## config.mk

```make
export PLATFORM = sky130hd
export DESIGN_NAME = byte_frame_deframer
export DESIGN_NICKNAME = d
export VERILOG_FILES = /design/src/sv/bfd_pkg.sv /design/src/sv/bfd_ram.sv /design/src/sv/bfd_parser.sv /design/src/sv/bfd_drain.sv /design/src/sv/byte_frame_deframer.sv
export SDC_FILE = /design/constraint.sdc
export NUM_CORES = 1
export LEC_CHECK = 0
export BUFFER_PORTS_ARGS = -buffer_cell sky130_fd_sc_hd__buf_2
export CAP_MARGIN = 20
export CORE_MARGIN = 2
export CORE_UTILIZATION = 60
export DETAILED_ROUTE_END_ITERATION = 16
export PLACE_DENSITY = 0.87
export SKIP_CTS_REPAIR_TIMING = 1
export SYNTH_ARGS = -nofsm -noshare
export SYNTH_HDL_FRONTEND = slang
export SYNTH_SLANG_ARGS = --single-unit
```

## constraint.sdc

```tcl
create_clock -name clk -period 9 [get_ports clk]
set_clock_uncertainty 0.2 [all_clocks]
set_input_delay 0.45 -clock clk [delete_from_list [all_inputs] [get_ports clk]]
set_output_delay 0.45 -clock clk [all_outputs]
set_load 0.005 [all_outputs]
```

## src/sv/bfd_pkg.sv

```systemverilog
package bfd_pkg;

	localparam int MAX_PAYLOAD_DEF = 64;

	localparam int BYTE_W = 8;
	localparam int POS_W  = 17;
	localparam int KEPT_W = 7;
	localparam int IDX_W  = 6;

	localparam logic [BYTE_W-1:0] HDR_B0  = 8'hFE;
	localparam logic [BYTE_W-1:0] HDR_B1  = 8'hDC;
	localparam logic [BYTE_W-1:0] HDR_B2  = 8'hBA;
	localparam logic [BYTE_W-1:0] TRAILER = 8'hEF;

	localparam int REQ_BIT = 6;

	localparam logic [POS_W-1:0] POS_TYPE    = 17'd3;
	localparam logic [POS_W-1:0] POS_OPCODE  = 17'd4;
	localparam logic [POS_W-1:0] POS_LEN_HI  = 17'd5;
	localparam logic [POS_W-1:0] FRAME_FIXED = 17'd8;
	localparam logic [POS_W-1:0] SEQ_OFF_REQ = 17'd7;
	localparam logic [POS_W-1:0] SEQ_OFF_MSG = 17'd8;
	localparam logic [POS_W-1:0] MIN_TOT_REQ = 17'd9;
	localparam logic [POS_W-1:0] MIN_TOT_MSG = 17'd10;

	typedef enum logic [1:0] {
		PH_HUNT,
		PH_HEAD,
		PH_BODY
	} phase_t;

	// good frame closed on this cycle
	typedef struct packed {
		logic              valid;
		logic [KEPT_W-1:0] kept;
		logic [BYTE_W-1:0] msg_type;
		logic [BYTE_W-1:0] msg_opcode;
		logic [BYTE_W-1:0] msg_sequence;
	} frame_done_t;

	// drain side status seen by the parser
	typedef struct packed {
		logic busy;
		logic out_full;
	} drain_stat_t;

endpackage

```

## src/sv/bfd_ram.sv

```systemverilog
module bfd_ram #(
	parameter int WIDTH = 8,
	parameter int DEPTH = 64,
	localparam int AW = (DEPTH > 1) ? $clog2(DEPTH) : 1
) (
	input  logic             clk,
	input  logic             we,
	input  logic [AW-1:0]    waddr,
	input  logic [WIDTH-1:0] wdata,
	input  logic             re,
	input  logic [AW-1:0]    raddr,
	output logic [WIDTH-1:0] rdata
);

	logic [WIDTH-1:0] mem [DEPTH];

	always_ff @(posedge clk) begin
		if (we) begin
			mem[waddr] <= wdata;
		end
		if (re) begin
			rdata <= mem[raddr];
		end
	end

endmodule

```

## src/sv/bfd_parser.sv

```systemverilog
module bfd_parser #(
	parameter int MAX_PAYLOAD = bfd_pkg::MAX_PAYLOAD_DEF,
	localparam int AW = (MAX_PAYLOAD > 1) ? $clog2(MAX_PAYLOAD) : 1
) (
	input  logic                       clk,
	input  logic                       arst_n,
	input  logic                       in_valid,
	output logic                       in_stall,
	input  logic [bfd_pkg::BYTE_W-1:0] in_byte,
	input  bfd_pkg::drain_stat_t       stat,
	output bfd_pkg::frame_done_t       done,
	output logic                       ram_we,
	output logic [AW-1:0]              ram_waddr,
	output logic [bfd_pkg::BYTE_W-1:0] ram_wdata
);

	localparam logic [bfd_pkg::KEPT_W-1:0] MAX_KEPT = bfd_pkg::KEPT_W'(MAX_PAYLOAD);

	bfd_pkg::phase_t phase_q, phase_d;

	logic [15:0]                  recent_q;
	logic [bfd_pkg::POS_W-1:0]    pos_q;
	logic [bfd_pkg::POS_W-1:0]    total_q;
	logic [bfd_pkg::BYTE_W-1:0]   type_q;
	logic [bfd_pkg::BYTE_W-1:0]   opcode_q;
	logic [bfd_pkg::BYTE_W-1:0]   seq_q;
	logic [bfd_pkg::KEPT_W-1:0]   kept_q;
	logic                         over_q;

	logic                         accept;
	logic                         end_byte;
	logic                         hdr_hit;
	logic                         req;
	logic [bfd_pkg::POS_W-1:0]    seq_off;
	logic                         frame_ok;
	logic                         in_payload;

	assign accept = in_valid && !in_stall;

	// next state
	always_comb begin
		phase_d = phase_q;
		if (accept) begin
			unique case (phase_q)
				bfd_pkg::PH_HEAD: begin
					if (pos_q != bfd_pkg::POS_TYPE && pos_q != bfd_pkg::POS_OPCODE &&
					    pos_q != bfd_pkg::POS_LEN_HI) begin
						phase_d = bfd_pkg::PH_BODY;
					end
				end
				bfd_pkg::PH_BODY: begin
					if (end_byte) begin
						phase_d = bfd_pkg::PH_HUNT;
					end
				end
				default: begin
					phase_d = hdr_hit ? bfd_pkg::PH_HEAD : bfd_pkg::PH_HUNT;
				end
			endcase
		end
	end

	// outputs
	always_comb begin
		req        = type_q[bfd_pkg::REQ_BIT];
		seq_off    = req ? bfd_pkg::SEQ_OFF_REQ : bfd_pkg::SEQ_OFF_MSG;
		end_byte   = (phase_q == bfd_pkg::PH_BODY) &&
		             ({1'b0, pos_q} + 18'd1 >= {1'b0, total_q});
		hdr_hit    = (recent_q == {bfd_pkg::HDR_B0, bfd_pkg::HDR_B1}) &&
		             (in_byte == bfd_pkg::HDR_B2);
		frame_ok   = (in_byte == bfd_pkg::TRAILER) && !over_q &&
		             (total_q >= (req ? bfd_pkg::MIN_TOT_REQ : bfd_pkg::MIN_TOT_MSG));
		in_payload = (phase_q == bfd_pkg::PH_BODY) && !end_byte && (pos_q > seq_off);

		// hold input while draining, and hold the closing byte until the output is free
		in_stall   = stat.busy || (end_byte && stat.out_full);

		ram_we     = accept && in_payload && (kept_q < MAX_KEPT);
		ram_waddr  = kept_q[AW-1:0];
		ram_wdata  = in_byte;

		done.valid        = accept && end_byte && frame_ok;
		done.kept         = kept_q;
		done.msg_type     = type_q;
		done.msg_opcode   = opcode_q;
		done.msg_sequence = seq_q;
	end

	always_ff @(posedge clk or negedge arst_n) begin
		if (!arst_n) begin
			phase_q  <= bfd_pkg::PH_HUNT;
			recent_q <= '0;
			pos_q    <= '0;
			total_q  <= '0;
			type_q   <= '0;
			opcode_q <= '0;
			seq_q    <= '0;
			kept_q   <= '0;
			over_q   <= 1'b0;
		end else begin
			phase_q <= phase_d;
			if (accept) begin
				unique case (phase_q)
					bfd_pkg::PH_HEAD: begin
						if (pos_q == bfd_pkg::POS_TYPE) begin
							type_q <= in_byte;
						end else if (pos_q == bfd_pkg::POS_OPCODE) begin
							opcode_q <= in_byte;
						end else if (pos_q == bfd_pkg::POS_LEN_HI) begin
							total_q <= {1'b0, in_byte, 8'h00};
						end else begin
							total_q <= bfd_pkg::FRAME_FIXED + (total_q | {9'h000, in_byte});
						end
						pos_q <= pos_q + 17'd1;
					end
					bfd_pkg::PH_BODY: begin
						if (end_byte) begin
							recent_q <= '0;
							pos_q    <= '0;
						end else begin
							if (pos_q == seq_off) begin
								seq_q <= in_byte;
							end else if (in_payload) begin
								if (kept_q < MAX_KEPT) begin
									kept_q <= kept_q + 7'd1;
								end else begin
									over_q <= 1'b1;
								end
							end
							pos_q <= pos_q + 17'd1;
						end
					end
					default: begin
						if (hdr_hit) begin
							pos_q    <= bfd_pkg::POS_TYPE;
							total_q  <= '0;
							type_q   <= '0;
							opcode_q <= '0;
							seq_q    <= '0;
							kept_q   <= '0;
							over_q   <= 1'b0;
							recent_q <= '0;
						end else begin
							recent_q <= {recent_q[7:0], in_byte};
						end
					end
				endcase
			end
		end
	end

	a_store_bound: assert property (@(posedge clk) disable iff (!arst_n)
		ram_we |-> (kept_q < MAX_KEPT && !over_q))
		else $error("payload write past store bound");

	a_head_pos: assert property (@(posedge clk) disable iff (!arst_n)
		(phase_q == bfd_pkg::PH_HEAD) |-> (pos_q >= 17'd3 && pos_q <= 17'd6))
		else $error("header field position out of range");

	a_close_frees: assert property (@(posedge clk) disable iff (!arst_n)
		(accept && end_byte) |=> (phase_q == bfd_pkg::PH_HUNT && recent_q == 16'h0000))
		else $error("frame close did not restart hunting");

endmodule

```

## src/sv/bfd_drain.sv

```systemverilog
module bfd_drain #(
	parameter int MAX_PAYLOAD = bfd_pkg::MAX_PAYLOAD_DEF,
	localparam int AW = (MAX_PAYLOAD > 1) ? $clog2(MAX_PAYLOAD) : 1
) (
	input  logic                       clk,
	input  logic                       arst_n,
	input  bfd_pkg::frame_done_t       done,
	output bfd_pkg::drain_stat_t       stat,
	output logic                       ram_re,
	output logic [AW-1:0]              ram_raddr,
	input  logic [bfd_pkg::BYTE_W-1:0] ram_rdata,
	output logic                       out_valid,
	input  logic                       out_stall,
	output logic [bfd_pkg::BYTE_W-1:0] msg_type,
	output logic [bfd_pkg::BYTE_W-1:0] msg_opcode,
	output logic [bfd_pkg::BYTE_W-1:0] msg_sequence,
	output logic                       has_payload,
	output logic [bfd_pkg::BYTE_W-1:0] payload_byte,
	output logic [bfd_pkg::IDX_W-1:0]  payload_index,
	output logic                       last
);

	logic                          drain_q;
	logic [bfd_pkg::KEPT_W-1:0]    rd_idx_q;
	logic [bfd_pkg::KEPT_W-1:0]    cnt_q;
	logic [bfd_pkg::BYTE_W-1:0]    type_q;
	logic [bfd_pkg::BYTE_W-1:0]    opcode_q;
	logic [bfd_pkg::BYTE_W-1:0]    seq_q;

	logic                          rd_pend_s1;
	logic [bfd_pkg::KEPT_W-1:0]    rd_idx_s1;
	logic                          rd_last_s1;

	logic                          out_valid_q;
	logic [bfd_pkg::BYTE_W-1:0]    type_out_q;
	logic [bfd_pkg::BYTE_W-1:0]    opcode_out_q;
	logic [bfd_pkg::BYTE_W-1:0]    seq_out_q;
	logic                          has_q;
	logic [bfd_pkg::BYTE_W-1:0]    byte_q;
	logic [bfd_pkg::IDX_W-1:0]     index_q;
	logic                          last_q;

	logic                          take;
	logic                          load;
	logic                          issue;
	logic                          issue_last;

	always_comb begin
		take       = out_valid_q && !out_stall;
		// pending read data lands in the output word when that word is free
		load       = rd_pend_s1 && (!out_valid_q || !out_stall);
		issue      = drain_q && (!rd_pend_s1 || load);
		issue_last = (rd_idx_q + 7'd1) == cnt_q;
		ram_re     = issue;
		ram_raddr  = rd_idx_q[AW-1:0];
		stat.busy     = drain_q || rd_pend_s1;
		stat.out_full = out_valid_q;
	end

	always_ff @(posedge clk or negedge arst_n) begin
		if (!arst_n) begin
			drain_q     <= 1'b0;
			rd_idx_q    <= '0;
			cnt_q       <= '0;
			rd_pend_s1  <= 1'b0;
			out_valid_q <= 1'b0;
		end else begin
			if (done.valid && done.kept != '0) begin
				drain_q  <= 1'b1;
				rd_idx_q <= '0;
				cnt_q    <= done.kept;
			end else if (issue) begin
				rd_idx_q <= rd_idx_q + 7'd1;
				if (issue_last) begin
					drain_q <= 1'b0;
				end
			end

			if (issue) begin
				rd_pend_s1 <= 1'b1;
			end else if (load) begin
				rd_pend_s1 <= 1'b0;
			end

			if ((done.valid && done.kept == '0) || load) begin
				out_valid_q <= 1'b1;
			end else if (take) begin
				out_valid_q <= 1'b0;
			end
		end
	end

	always_ff @(posedge clk) begin
		if (done.valid) begin
			type_q   <= done.msg_type;
			opcode_q <= done.msg_opcode;
			seq_q    <= done.msg_sequence;
		end
		if (issue) begin
			rd_idx_s1  <= rd_idx_q;
			rd_last_s1 <= issue_last;
		end
		if (done.valid && done.kept == '0) begin
			type_out_q   <= done.msg_type;
			opcode_out_q <= done.msg_opcode;
			seq_out_q    <= done.msg_sequence;
			has_q        <= 1'b0;
			byte_q       <= '0;
			index_q      <= '0;
			last_q       <= 1'b1;
		end else if (load) begin
			type_out_q   <= type_q;
			opcode_out_q <= opcode_q;
			seq_out_q    <= seq_q;
			has_q        <= 1'b1;
			byte_q       <= ram_rdata;
			index_q      <= bfd_pkg::IDX_W'(rd_idx_s1);
			last_q       <= rd_last_s1;
		end
	end

	assign out_valid     = out_valid_q;
	assign msg_type      = type_out_q;
	assign msg_opcode    = opcode_out_q;
	assign msg_sequence  = seq_out_q;
	assign has_payload   = has_q;
	assign payload_byte  = byte_q;
	assign payload_index = index_q;
	assign last          = last_q;

	a_done_idle: assert property (@(posedge clk) disable iff (!arst_n)
		done.valid |-> (!drain_q && !rd_pend_s1 && !out_valid_q))
		else $error("frame closed while output side busy");

	a_pend_hold: assert property (@(posedge clk) disable iff (!arst_n)
		(rd_pend_s1 && out_valid_q && out_stall) |=> (rd_pend_s1 && $stable(rd_idx_s1)))
		else $error("pending read lost under stall");

	a_last_ends: assert property (@(posedge clk) disable iff (!arst_n)
		(out_valid_q && last_q) |-> !drain_q)
		else $error("last word shown while reads remain");

endmodule

```

## src/sv/byte_frame_deframer.sv

```systemverilog
// channel  | handshake            | words
// in       | in_valid / in_stall  | in_byte
// out      | out_valid / out_stall| msg_type, msg_opcode, msg_sequence, has_payload,
//          |                      | payload_byte, payload_index, last
//
// One input byte per cycle while parsing. A good frame with N stored payload bytes
// is drained from the payload RAM at one word per cycle while out_stall is low,
// through its registered read port; input is stalled for the drain.
// The closing byte of a frame is held while the output word is still full.
// Reset (arst_n low) returns to header hunting; the payload RAM is not cleared.
module byte_frame_deframer #(
	parameter int MAX_PAYLOAD = bfd_pkg::MAX_PAYLOAD_DEF,
	localparam int AW = (MAX_PAYLOAD > 1) ? $clog2(MAX_PAYLOAD) : 1
) (
	input  logic                       clk,
	input  logic                       arst_n,
	input  logic                       in_valid,
	output logic                       in_stall,
	input  logic [bfd_pkg::BYTE_W-1:0] in_byte,
	output logic                       out_valid,
	input  logic                       out_stall,
	output logic [bfd_pkg::BYTE_W-1:0] msg_type,
	output logic [bfd_pkg::BYTE_W-1:0] msg_opcode,
	output logic [bfd_pkg::BYTE_W-1:0] msg_sequence,
	output logic                       has_payload,
	output logic [bfd_pkg::BYTE_W-1:0] payload_byte,
	output logic [bfd_pkg::IDX_W-1:0]  payload_index,
	output logic                       last
);

	bfd_pkg::frame_done_t       done;
	bfd_pkg::drain_stat_t       stat;
	logic                       ram_we;
	logic [AW-1:0]              ram_waddr;
	logic [bfd_pkg::BYTE_W-1:0] ram_wdata;
	logic                       ram_re;
	logic [AW-1:0]              ram_raddr;
	logic [bfd_pkg::BYTE_W-1:0] ram_rdata;

	bfd_parser #(
		.MAX_PAYLOAD(MAX_PAYLOAD)
	) u_parser (
		.clk       (clk),
		.arst_n    (arst_n),
		.in_valid  (in_valid),
		.in_stall  (in_stall),
		.in_byte   (in_byte),
		.stat      (stat),
		.done      (done),
		.ram_we    (ram_we),
		.ram_waddr (ram_waddr),
		.ram_wdata (ram_wdata)
	);

	bfd_ram #(
		.WIDTH(bfd_pkg::BYTE_W),
		.DEPTH(MAX_PAYLOAD)
	) u_store (
		.clk   (clk),
		.we    (ram_we),
		.waddr (ram_waddr),
		.wdata (ram_wdata),
		.re    (ram_re),
		.raddr (ram_raddr),
		.rdata (ram_rdata)
	);

	bfd_drain #(
		.MAX_PAYLOAD(MAX_PAYLOAD)
	) u_drain (
		.clk           (clk),
		.arst_n        (arst_n),
		.done          (done),
		.stat          (stat),
		.ram_re        (ram_re),
		.ram_raddr     (ram_raddr),
		.ram_rdata     (ram_rdata),
		.out_valid     (out_valid),
		.out_stall     (out_stall),
		.msg_type      (msg_type),
		.msg_opcode    (msg_opcode),
		.msg_sequence  (msg_sequence),
		.has_payload   (has_payload),
		.payload_byte  (payload_byte),
		.payload_index (payload_index),
		.last          (last)
	);

endmodule

```

==> flow_summary_export.csv, run 1 <==
group,metric,value,unit
timing,max_freq,167.5,MHz
cells_and_area,postLayoutCellArea,31500,um^2
yosys,yosys.area.top_type,"edfxtp_1",
setup_path,critPathKind,"register to register",
power_and_ir_drop,clkPwrFrac,0.394,
timing,hold_viol_final,0,
drt,wl,75.49,mm
yosys,synth_edf_count,575,
place,dp_hpwl,42.46,mm
power_and_ir_drop,p_switching,0.001728,W
timing,fin_crit,5.970,ns
drt,final_antenna_net_count,0,
setup_path,worstPathRequired,9.01,ns
power_and_ir_drop,power_frac_comb,0.092,
power_and_ir_drop,p_sw_frac,0.2451,
min_path,hold_depth,3,
job,drv_cap,0,
clocking,cts_max_level,3,
min_path,hp-class,"input port to register",
floorplanning,fp-row-count,79,
yosys,synth_area,28550,um^2
min_path,hold_start,"out_stall",
cells_and_area,fin_nets,1748,
setup_path,crit_family,"simple AND/OR/NAND/NOR gates",
yosys,synth_cell_types,75,
floorplanning,ioPinCount,54,
global_routing,grt_pass1_wl,111.1,mm
power_and_ir_drop,p_per_area,223.9,nW/um^2
floorplanning,die_area,49340,um^2
setup_path,r2r_cells,15,
floorplanning,initial_utilization,0.6106,
clocking,numCtsBuffers,67,
drt,drtIter0Drc,2900,
place,portBuffers,53,
global_routing,grt_pass1_vias,16530,
power_and_ir_drop,total_power,0.007052,W
min_path,min_to,"u_drain.rd_pend_s1",
yosys,ys_seq_elements,692,
cells_and_area,drive_gt1_frac,0.2251,
yosys,synth.net_count,1694,
cells_and_area,diodes,0,
setup_path,r2r_end,"u_store.mem[26][1]",
setup_path,start_kind,"register",
global_routing,grt_util_all_layers,0.3079,
floorplanning,coreArea,46750,um^2
clocking,cts_buffer_depth,3,
setup_path,r2r-start,"u_parser.pos_q[0]",
global_routing,grt_max_degree,106,
power_and_ir_drop,p_leak,10.34,nW
cells_and_area,final_cell_mix,"575 x edfxtp_1, 168 x mux4_2, 135 x nand2_1",
drt,first_pass_iters,6,
yosys,netlist_instances,1650,
power_and_ir_drop,ir_drop,156.5,uV
cells_and_area,area_growth,10.33,%
place,routabilityCongestion,0.8869,
clocking,cts_tree,"yes",
setup_path,r2r_slack,3.03,ns
power_and_ir_drop,internal_power,0.005324,W
floorplanning,die_x,222.1,um
setup_path,cp-end-kind,"register",
yosys,yosys-top-cells-area,"edfxtp_1 60%, mux4_2 13%, dfrtp_1 8.9%, nand2_1 1.8%, nor2_1 1.4%",
yosys,synth_top_cell_area_share,0.6049,
clocking,cts_sinks,692,
drt,via_count,16810,
setup_path,critPathMaxStageDelay,0.76,ns
global_routing,antenna_found_initial,1,
timing,fin_tns_setup,0,ns
floorplanning,die_y,222.1,um
yosys,ys.flop_type,"edfxtp_1",
status,outcome,"finished clean",
timing,rsz0062_at_grt,"false",
timing,relSlewSlack,0.1950,
drt,drc,0,
timing,finalSetupViolations,0,
setup_path,arrival,5.98,ns
clocking,path_clk_slew,0.07,ns
power_and_ir_drop,power_frac_seq,0.513,
setup_path,path_cells,"ha_1 -> nand3_1 -> or4_1 -> nor2_1 -> nand3_1 -> xnor2_1 -> ha_1 -> nand4_1 -> nor2_1 -> a41oi_1 -> a21o_1 -> and4_1 -> nor2b_1 -> nand4b_1 -> nor2_1",
yosys,async_reset_ff_frac,0.1460,
clocking,insertion_delay,0.60,ns
yosys,postSynthAreaPerCell,17.30,um^2
timing,holdWs,0.01173,ns
global_routing,gr-total-overflow,0,
timing,tightest_slew,1.202,ns
cells_and_area,final_common_cell,"edfxtp_1",
drt,avgRoutedWirePerCell,31.96,um
setup_path,slowest_stage,"nor2_1",
drt,viasPerCell,7.116,
setup_path,cp_num_buf_inv,0,
timing,finalMaxSlewViolations,0,
yosys,ys_seq_area_frac,0.7046,
timing,min_period_over_period,0.6633,
yosys,ys_warn_count,0,
setup_path,critPathMaxFanout,9,
clocking,cts_root_buffer,"clkbuf_16",
setup_path,crit_top_cell,"nor2_1",
place,placed_area,29310,um^2
==> cell type report <==
type                       instances  area [um^2]
clock buffer                      88         1808
clock inverter                    32        310.3
multi-input combinational        824         7850
tap                              607        759.5
sequential                       692        20120
timing repair buffer              77        486.7
fill                            2675        15260
inverter                          42        157.7
==> sequential cells by signal (all words and copies together), names as in the netlist, 2 cells and up <==
register and count:
u_store.mem 512, u_parser.pos_q 17, u_parser.total_q 17, u_parser.recent_q 16, u_drain.msg_opcode 8, u_drain.msg_sequence 8, u_drain.msg_type 8, u_drain.opcode_q 8
u_drain.payload_byte 8, u_drain.seq_q 8, u_drain.type_q 8, u_parser.opcode_q 8, u_parser.seq_q 8, u_parser.type_q 8, u_store.rdata 8, u_drain.cnt_q 7
u_drain.rd_idx_q 7, u_parser.kept_q 7, u_drain.payload_index 6, u_drain.rd_idx_s1 6, u_parser.phase_q 2
==> cell usage after synthesis, drive strengths merged, types with 18 or more instances <==
cell / n
a21oi: 45
buf: 45
clkbuf: 47
dfrtp: 101
edfxtp: 575
ha: 32
inv: 42
mux2: 32
mux4: 168
nand2: 136
nand3: 37
nor2: 110
nor3: 18
o21ai: 62
==> power groups by stage <==
stage | logic, W | registers (W) | clock network (W)
2_1_floorplan | 0.000414 | 0.00364 | 0
3_3_place_gp | 0.000571 | 0.00367 | 0
3_5_place_dp | 0.000604 | 0.00368 | 0
4_1_cts | 0.000628 | 0.00362 | 0.00277
5_1_grt | 0.000681 | 0.00363 | 0.00290
6_report | 0.000651 | 0.00362 | 0.00278
==> metal layers <==
metal | GRT usage | vias up | share of wire
met1 | 0.4140 | 8360 | 0.35
li1 | - | 6577 | -
met5 | 0.005865 | - | 0.00066
met4 | 0.1238 | 4 | 0.050
met3 | 0.06374 | 308 | 0.12
met2 | 0.4994 | 1560 | 0.48
==> how the worst max path moves through the flow <==
stage,from,end,slack (ns),depth (start not counted)
3_5_place_dp,u_parser.pos_q[0],u_store.mem[28][5],3.25,15
2_1_floorplan,u_parser.pos_q[0],u_drain.msg_opcode[0],3.39,14
5_1_grt,u_parser.pos_q[0],u_store.mem[26][1],2.78,15
3_3_place_gp,u_parser.pos_q[0],u_store.mem[31][1],3.58,15
6_report,u_parser.pos_q[0],u_store.mem[26][1],3.03,15
4_1_cts,u_parser.pos_q[0],u_store.mem[28][1],3.22,15
==> cells by family after synthesis <==
family	share of synthesized area
AO/OA/AOI/OAI	0.03849
XOR/XNOR	0.008898
adder cells (fa/ha/maj)	0.01403
buffers and inverters	0.02078
flip-flops	0.7046
multiplexers	0.1494
AND/OR/NAND/NOR	0.06382
==> tightest hold or removal path: stages <==
cell      delay (ns)
buf_2           0.13
nand3_1         0.12
nand2b_1        0.06
==> through the flow <==
stage | utilization | setup slack (ns) | instances
CTS | 0.6721 | 3.219 | 2356
global placement | 0.6268 | 3.582 | 2236
global route | 0.6736 | 2.778 | 2362
detailed placement | 0.6268 | 3.253 | 2236
floorplan | - | 3.390 | 1650
finish | 0.6736 | 3.030 | 2362
Note: power is estimated with default switching activity, not from simulation.
==> run 2, diff against run 1 <==
CORE_UTILIZATION = 56   (was 60)
PLACE_DENSITY = 0.85   (was 0.87)
clock period = 4.99 ns   (was 9 ns; I/O delays follow)
==> flow_summary_export.csv, run 2 (synthesized netlist as in run 1, its figures left out) <==
group,metric,value,unit
drt,drc,0,
min_path,hold_depth,2,
place,dp_hpwl,42.52,mm
place,routabilityCongestion,0.8796,
timing,relSlewSlack,0.3225,
min_path,hp-class,"input port to register",
timing,tightest_slew,1.016,ns
timing,rsz0062_at_grt,"false",
cells_and_area,final_common_cell,"edfxtp_1",
floorplanning,ioPinCount,54,
global_routing,grt_max_degree,72,
clocking,cts_root_buffer,"clkbuf_16",
power_and_ir_drop,p_per_area,393.0,nW/um^2
timing,fin_crit,4.667,ns
setup_path,r2r_cells,17,
cells_and_area,final_cell_mix,"575 x edfxtp_1, 168 x mux4_2, 134 x nand2_1",
cells_and_area,fill_cells,3159,
timing,finalMaxSlewViolations,0,
global_routing,gr-total-overflow,0,
drt,first_pass_iters,5,
timing,finalSetupViolations,0,
floorplanning,die_y,229.8,um
cells_and_area,largest_register_ffs,512,
floorplanning,die_area,52800,um^2
setup_path,critPathKind,"register to register",
setup_path,critPathMaxFanout,8,
cells_and_area,regMostFlops,"u_store.mem",
clocking,insertion_delay,0.62,ns
timing,min_period_over_period,0.9352,
cells_and_area,drive_gt1_frac,0.2637,
timing,fin_tns_setup,0,ns
floorplanning,coreArea,50270,um^2
status,outcome,"finished clean",
cells_and_area,final_core_util,0.6426,
clocking,cts_sinks,692,
clocking,cts_max_level,3,
timing,holdWs,0.03236,ns
power_and_ir_drop,p_leak,10.81,nW
cells_and_area,area_growth,13.17,%
drt,viasPerCell,6.672,
clocking,cts_buffer_depth,3,
drt,avgRoutedWirePerCell,29.56,um
drt,final_antenna_net_count,0,
drt,drtIter0Drc,2389,
setup_path,arrival,4.78,ns
setup_path,worstPathRequired,5.11,ns
setup_path,start_kind,"register",
cells_and_area,fin_nets,1836,
timing,max_freq,214.3,MHz
global_routing,grt_pass1_vias,16720,
setup_path,cp-end-kind,"register",
cells_and_area,largestRegisters,"u_store.mem x512, u_parser.pos_q x17, u_parser.total_q x17",
clocking,cts_tree,"yes",
power_and_ir_drop,ir_drop,243.9,uV
job,drv_cap,0,
drt,wl,74.29,mm
floorplanning,fp-row-count,82,
global_routing,grt_pass1_wl,110.6,mm
global_routing,antenna_found_initial,2,
global_routing,grt_util_all_layers,0.2868,
floorplanning,initial_utilization,0.5678,
drt,via_count,16770,
clocking,path_clk_slew,0.06,ns
timing,hold_viol_final,0,
place,portBuffers,53,
floorplanning,die_x,229.8,um
clocking,numCtsBuffers,67,
[run 2: cell count changes in the layout (fill, tap and decap cells not counted), sizes merged]
cell         change
buf             +84
clkbuf           -4
clkinv           +1
clkinvlp         -2
diode            +2
dlygate4sd3      +4
inv              +1
[run 2: worst max-delay path: stages, from the launching register on]
cell and delay [ns]:
dfrtp_2 0.42, ha_2 0.24, nand3_1 0.17, or4_4 0.57
nor2_1 0.18, nand3_1 0.14, xnor2_2 0.17, ha_1 0.30
nand4_1 0.10, nor2_1 0.09, a41oi_1 0.25, a21o_1 0.16
and4_2 0.33, nor2b_4 0.25, nand4b_1 0.16, buf_4 0.22
nor2_2 0.20, buf_4 0.21
[run 2: layout make-up]
cell class | count | area (um^2) | share of cell area
multi-input cells | 824 | 7890 | 0.2442
clock buffers | 84 | 1772 | 0.05484
well taps | 672 | 840.8 | 0.02603
flip-flops and latches | 692 | 20120 | 0.6230
inverters | 42 | 157.7 | 0.004880
repair buffers | 165 | 1184 | 0.03664
clock inverters | 32 | 331.6 | 0.01026
diodes | 2 | 5.005 | 0.0001549
[run 2: power by group]
| part | internal (W) | switching [W] |
|---|---|---|
| sequential | 0.00637 | 0.000149 |
| combinational | 0.000431 | 0.000765 |
| clock | 0.00280 | 0.00218 |
[run 2: final timing paths]
| kind | from | end | slack [ns] |
|---|---|---|---|
| min in group asynchronous | arst_n | u_parser.opcode_q[3] | 0.05 |
| hold reg to reg | u_parser.type_q[1] | u_drain.type_q[1] | 0.28 |
| setup / recovery | u_parser.pos_q[1] | u_store.mem[28][7] | 0.32 |
| max in group asynchronous | arst_n | u_parser.recent_q[9] | 3.41 |
| setup reg to reg | u_parser.pos_q[1] | u_store.mem[28][7] | 0.32 |
| hold / removal | in_byte[3] | u_store.mem[53][3] | 0.03 |
[run 2: per-layer routing]
layer,part of all wire,routed length (um),GRT usage,vias to the layer above
met2,0.47,35140,0.4477,1347
met4,0.054,3994,0.1381,2
met5,0.00012,9,0,-
met1,0.35,26370,0.3855,8431
li1,-,-,-,6733
met3,0.12,8776,0.06783,253
[run 2: stage by stage]
| stage | setup slack (ns) | cells | area (um^2) | power [W] |
|---|---|---|---|---|
| detailed placement | 0.05449 | 2387 | 30080 | 0.007737 |
| global placement | 0.2471 | 2387 | 30080 | 0.007678 |
| floorplan | 0.04332 | 1650 | 28550 | 0.007312 |
| CTS | -0.05366 | 2503 | 32190 | 0.01269 |
| finish | 0.3235 | 2513 | 32300 | 0.01270 |
| global route | 0.05416 | 2511 | 32300 | 0.01302 |
==> run 3, diff against run 2 <==
CORE_MARGIN = 5   (was 2)
PLACE_DENSITY = 0.83   (was 0.85)
clock period = 4.17 ns   (was 4.99 ns; I/O delays follow)
==> flow_summary_export.csv, run 3 (synthesized netlist as in run 1, its figures left out) <==
group,metric,value,unit
power_and_ir_drop,power_frac_comb,0.099,
power_and_ir_drop,internal_power,0.01141,W
power_and_ir_drop,ir_drop,277.4,uV
floorplanning,fp-row-count,82,
setup_path,worstPathRequired,4.21,ns
cells_and_area,regMostFlops,"u_store.mem",
clocking,cts_root_buffer,"clkbuf_16",
floorplanning,die_area,55590,um^2
timing,hold_viol_final,34,
global_routing,grt_pass1_wl,111.9,mm
setup_path,path_cells,"ha_4 -> nand3_4 -> buf_4 -> nor2_2 -> nand3_1 -> xnor2_2 -> ha_1 -> o21ai_2 -> nor2_1 -> a2111oi_4 -> nand3b_4 -> and4_4 -> nor2b_4 -> nand4b_1 -> buf_6 -> nor2_4",
floorplanning,die_x,235.8,um
power_and_ir_drop,p_per_area,462.6,nW/um^2
global_routing,gr-total-overflow,0,
floorplanning,ioPinCount,54,
cells_and_area,multi_input_area,8118,um^2
setup_path,critPathMaxStageDelay,0.42,ns
setup_path,critPathKind,"register to register",
timing,relSlewSlack,0.1680,
cells_and_area,final_common_cell,"edfxtp_1",
timing,finalMaxSlewViolations,0,
timing,holdWs,-0.02691,ns
clocking,insertion_delay,0.61,ns
setup_path,critPathMaxFanout,8,
power_and_ir_drop,p_switching,0.003715,W
cells_and_area,final_cell_mix,"575 x edfxtp_1, 168 x mux4_2, 132 x nand2_1",
cells_and_area,largest_register_ffs,512,
place,dp.cells,2395,
power_and_ir_drop,power_frac_seq,0.516,
min_path,hp-class,"input port to asynchronous set/reset pin",
drt,viasPerCell,6.680,
cells_and_area,final_core_util,0.6505,
clocking,numCtsBuffers,68,
cells_and_area,fin_cells,2536,
cells_and_area,area_growth,14.57,%
drt,drc,0,
clocking,cts_buffer_depth,3,
setup_path,start_kind,"register",
drt,drtIter0Drc,2733,
cells_and_area,fill_cells,3146,
place,dp_hpwl,43.73,mm
timing,tightest_slew,1.245,ns
timing,fin_crit,4.165,ns
clocking,cts_max_level,3,
place,portBuffers,53,
global_routing,grt_pass1_vias,16920,
drt,avgRoutedWirePerCell,30.04,um
drt,via_count,16940,
floorplanning,die_y,235.8,um
job,drv_cap,0,
clocking,path_clk_slew,0.06,ns
power_and_ir_drop,p_sw_frac,0.2455,
status,violations,"negative hold slack",
timing,rsz0062_at_grt,"true",
setup_path,r2r_cells,16,
global_routing,grt_max_degree,70,
timing,max_freq,240.1,MHz
status,outcome,"finished with violations",
place,routabilityCongestion,0.9200,
timing,fin_tns_setup,0,ns
timing,finalSetupViolations,0,
power_and_ir_drop,p_leak,10.90,nW
setup_path,slowest_stage,"dfrtp_2",
cells_and_area,regArea,20130,um^2
drt,final_antenna_net_count,0,
clocking,cts_sinks,692,
cells_and_area,drive_gt1_frac,0.2837,
power_and_ir_drop,clkPwrFrac,0.385,
clocking,cts_tree,"yes",
global_routing,antenna_found_initial,7,
floorplanning,coreArea,50270,um^2
setup_path,cp-end-kind,"register",
global_routing,grt_util_all_layers,0.2698,
cells_and_area,largestRegisters,"u_store.mem x512, u_parser.pos_q x17, u_parser.total_q x17",
floorplanning,initial_utilization,0.5678,
cells_and_area,fin_nets,1856,
drt,wl,76.18,mm
drt,first_pass_iters,6,
timing,min_period_over_period,0.9988,
setup_path,arrival,4.21,ns
[run 3: power by group through the flow]
stage	Clock [W]	Combinational [W]	Sequential, W
after floorplan	0	0.000927	0.00786
after global placement	0	0.00134	0.00792
final	0.00582	0.00150	0.00781
after detailed placement	0	0.00139	0.00793
after CTS	0.00584	0.00144	0.00780
after global routing	0.00615	0.00160	0.00781
[run 3: layer usage]
layer	GRT usage	part of all wire	vias up
met1	0.3602	0.35	8508
met4	0.1071	0.051	6
met5	0	0.00045	-
met3	0.06144	0.11	284
met2	0.4389	0.49	1373
li1	-	-	6770
[run 3: metrics by stage]
| stage | total power [W] | instance area (um^2) | setup slack, ns |
|---|---|---|---|
| CTS | 0.01508 | 32370 | -0.2344 |
| global placement | 0.009255 | 30330 | 0.02913 |
| global route | 0.01556 | 32700 | -0.07086 |
| floorplan | 0.008790 | 28710 | -0.3495 |
| finish | 0.01513 | 32710 | 0.004972 |
| detailed placement | 0.009317 | 30330 | -0.1415 |
[run 3: final cells by class]
| type | instances | area share |
|---|---|---|
| Tap cell | 672 | 0.02571 |
| Timing Repair Buffer | 184 | 0.04327 |
| Clock buffer | 87 | 0.05517 |
| Multi-Input combinational cell | 824 | 0.2482 |
| Antenna cell | 3 | 0.0002295 |
| Clock inverter | 32 | 0.007231 |
| Sequential cell | 692 | 0.6154 |
| Inverter | 42 | 0.004820 |
[run 3: path summary, 6_finish.rpt]
| path | startpoint | end | slack, ns |
|---|---|---|---|
| max in group asynchronous | arst_n | u_parser.total_q[8] | 3.24 |
| min in group clk | in_valid | u_parser.pos_q[0] | 0.10 |
| min | arst_n | u_parser.opcode_q[7] | -0.03 |
| min reg2reg | u_drain.payload_byte[0] | u_drain.payload_byte[0] | 0.26 |
| max | u_parser.pos_q[1] | u_store.mem[30][0] | 0.005 |
| max reg2reg | u_parser.pos_q[1] | u_store.mem[30][0] | 0.005 |
[run 3: critical path, delay by kind of cell, from the launching register on]
kind | cells | cell delay (ns)
simple gates | 9 | 1.54
compound gates | 2 | 0.52
fa+ha+maj | 2 | 0.46
flops | 1 | 0.42
buf+inv | 2 | 0.39
xor+xnor | 1 | 0.23
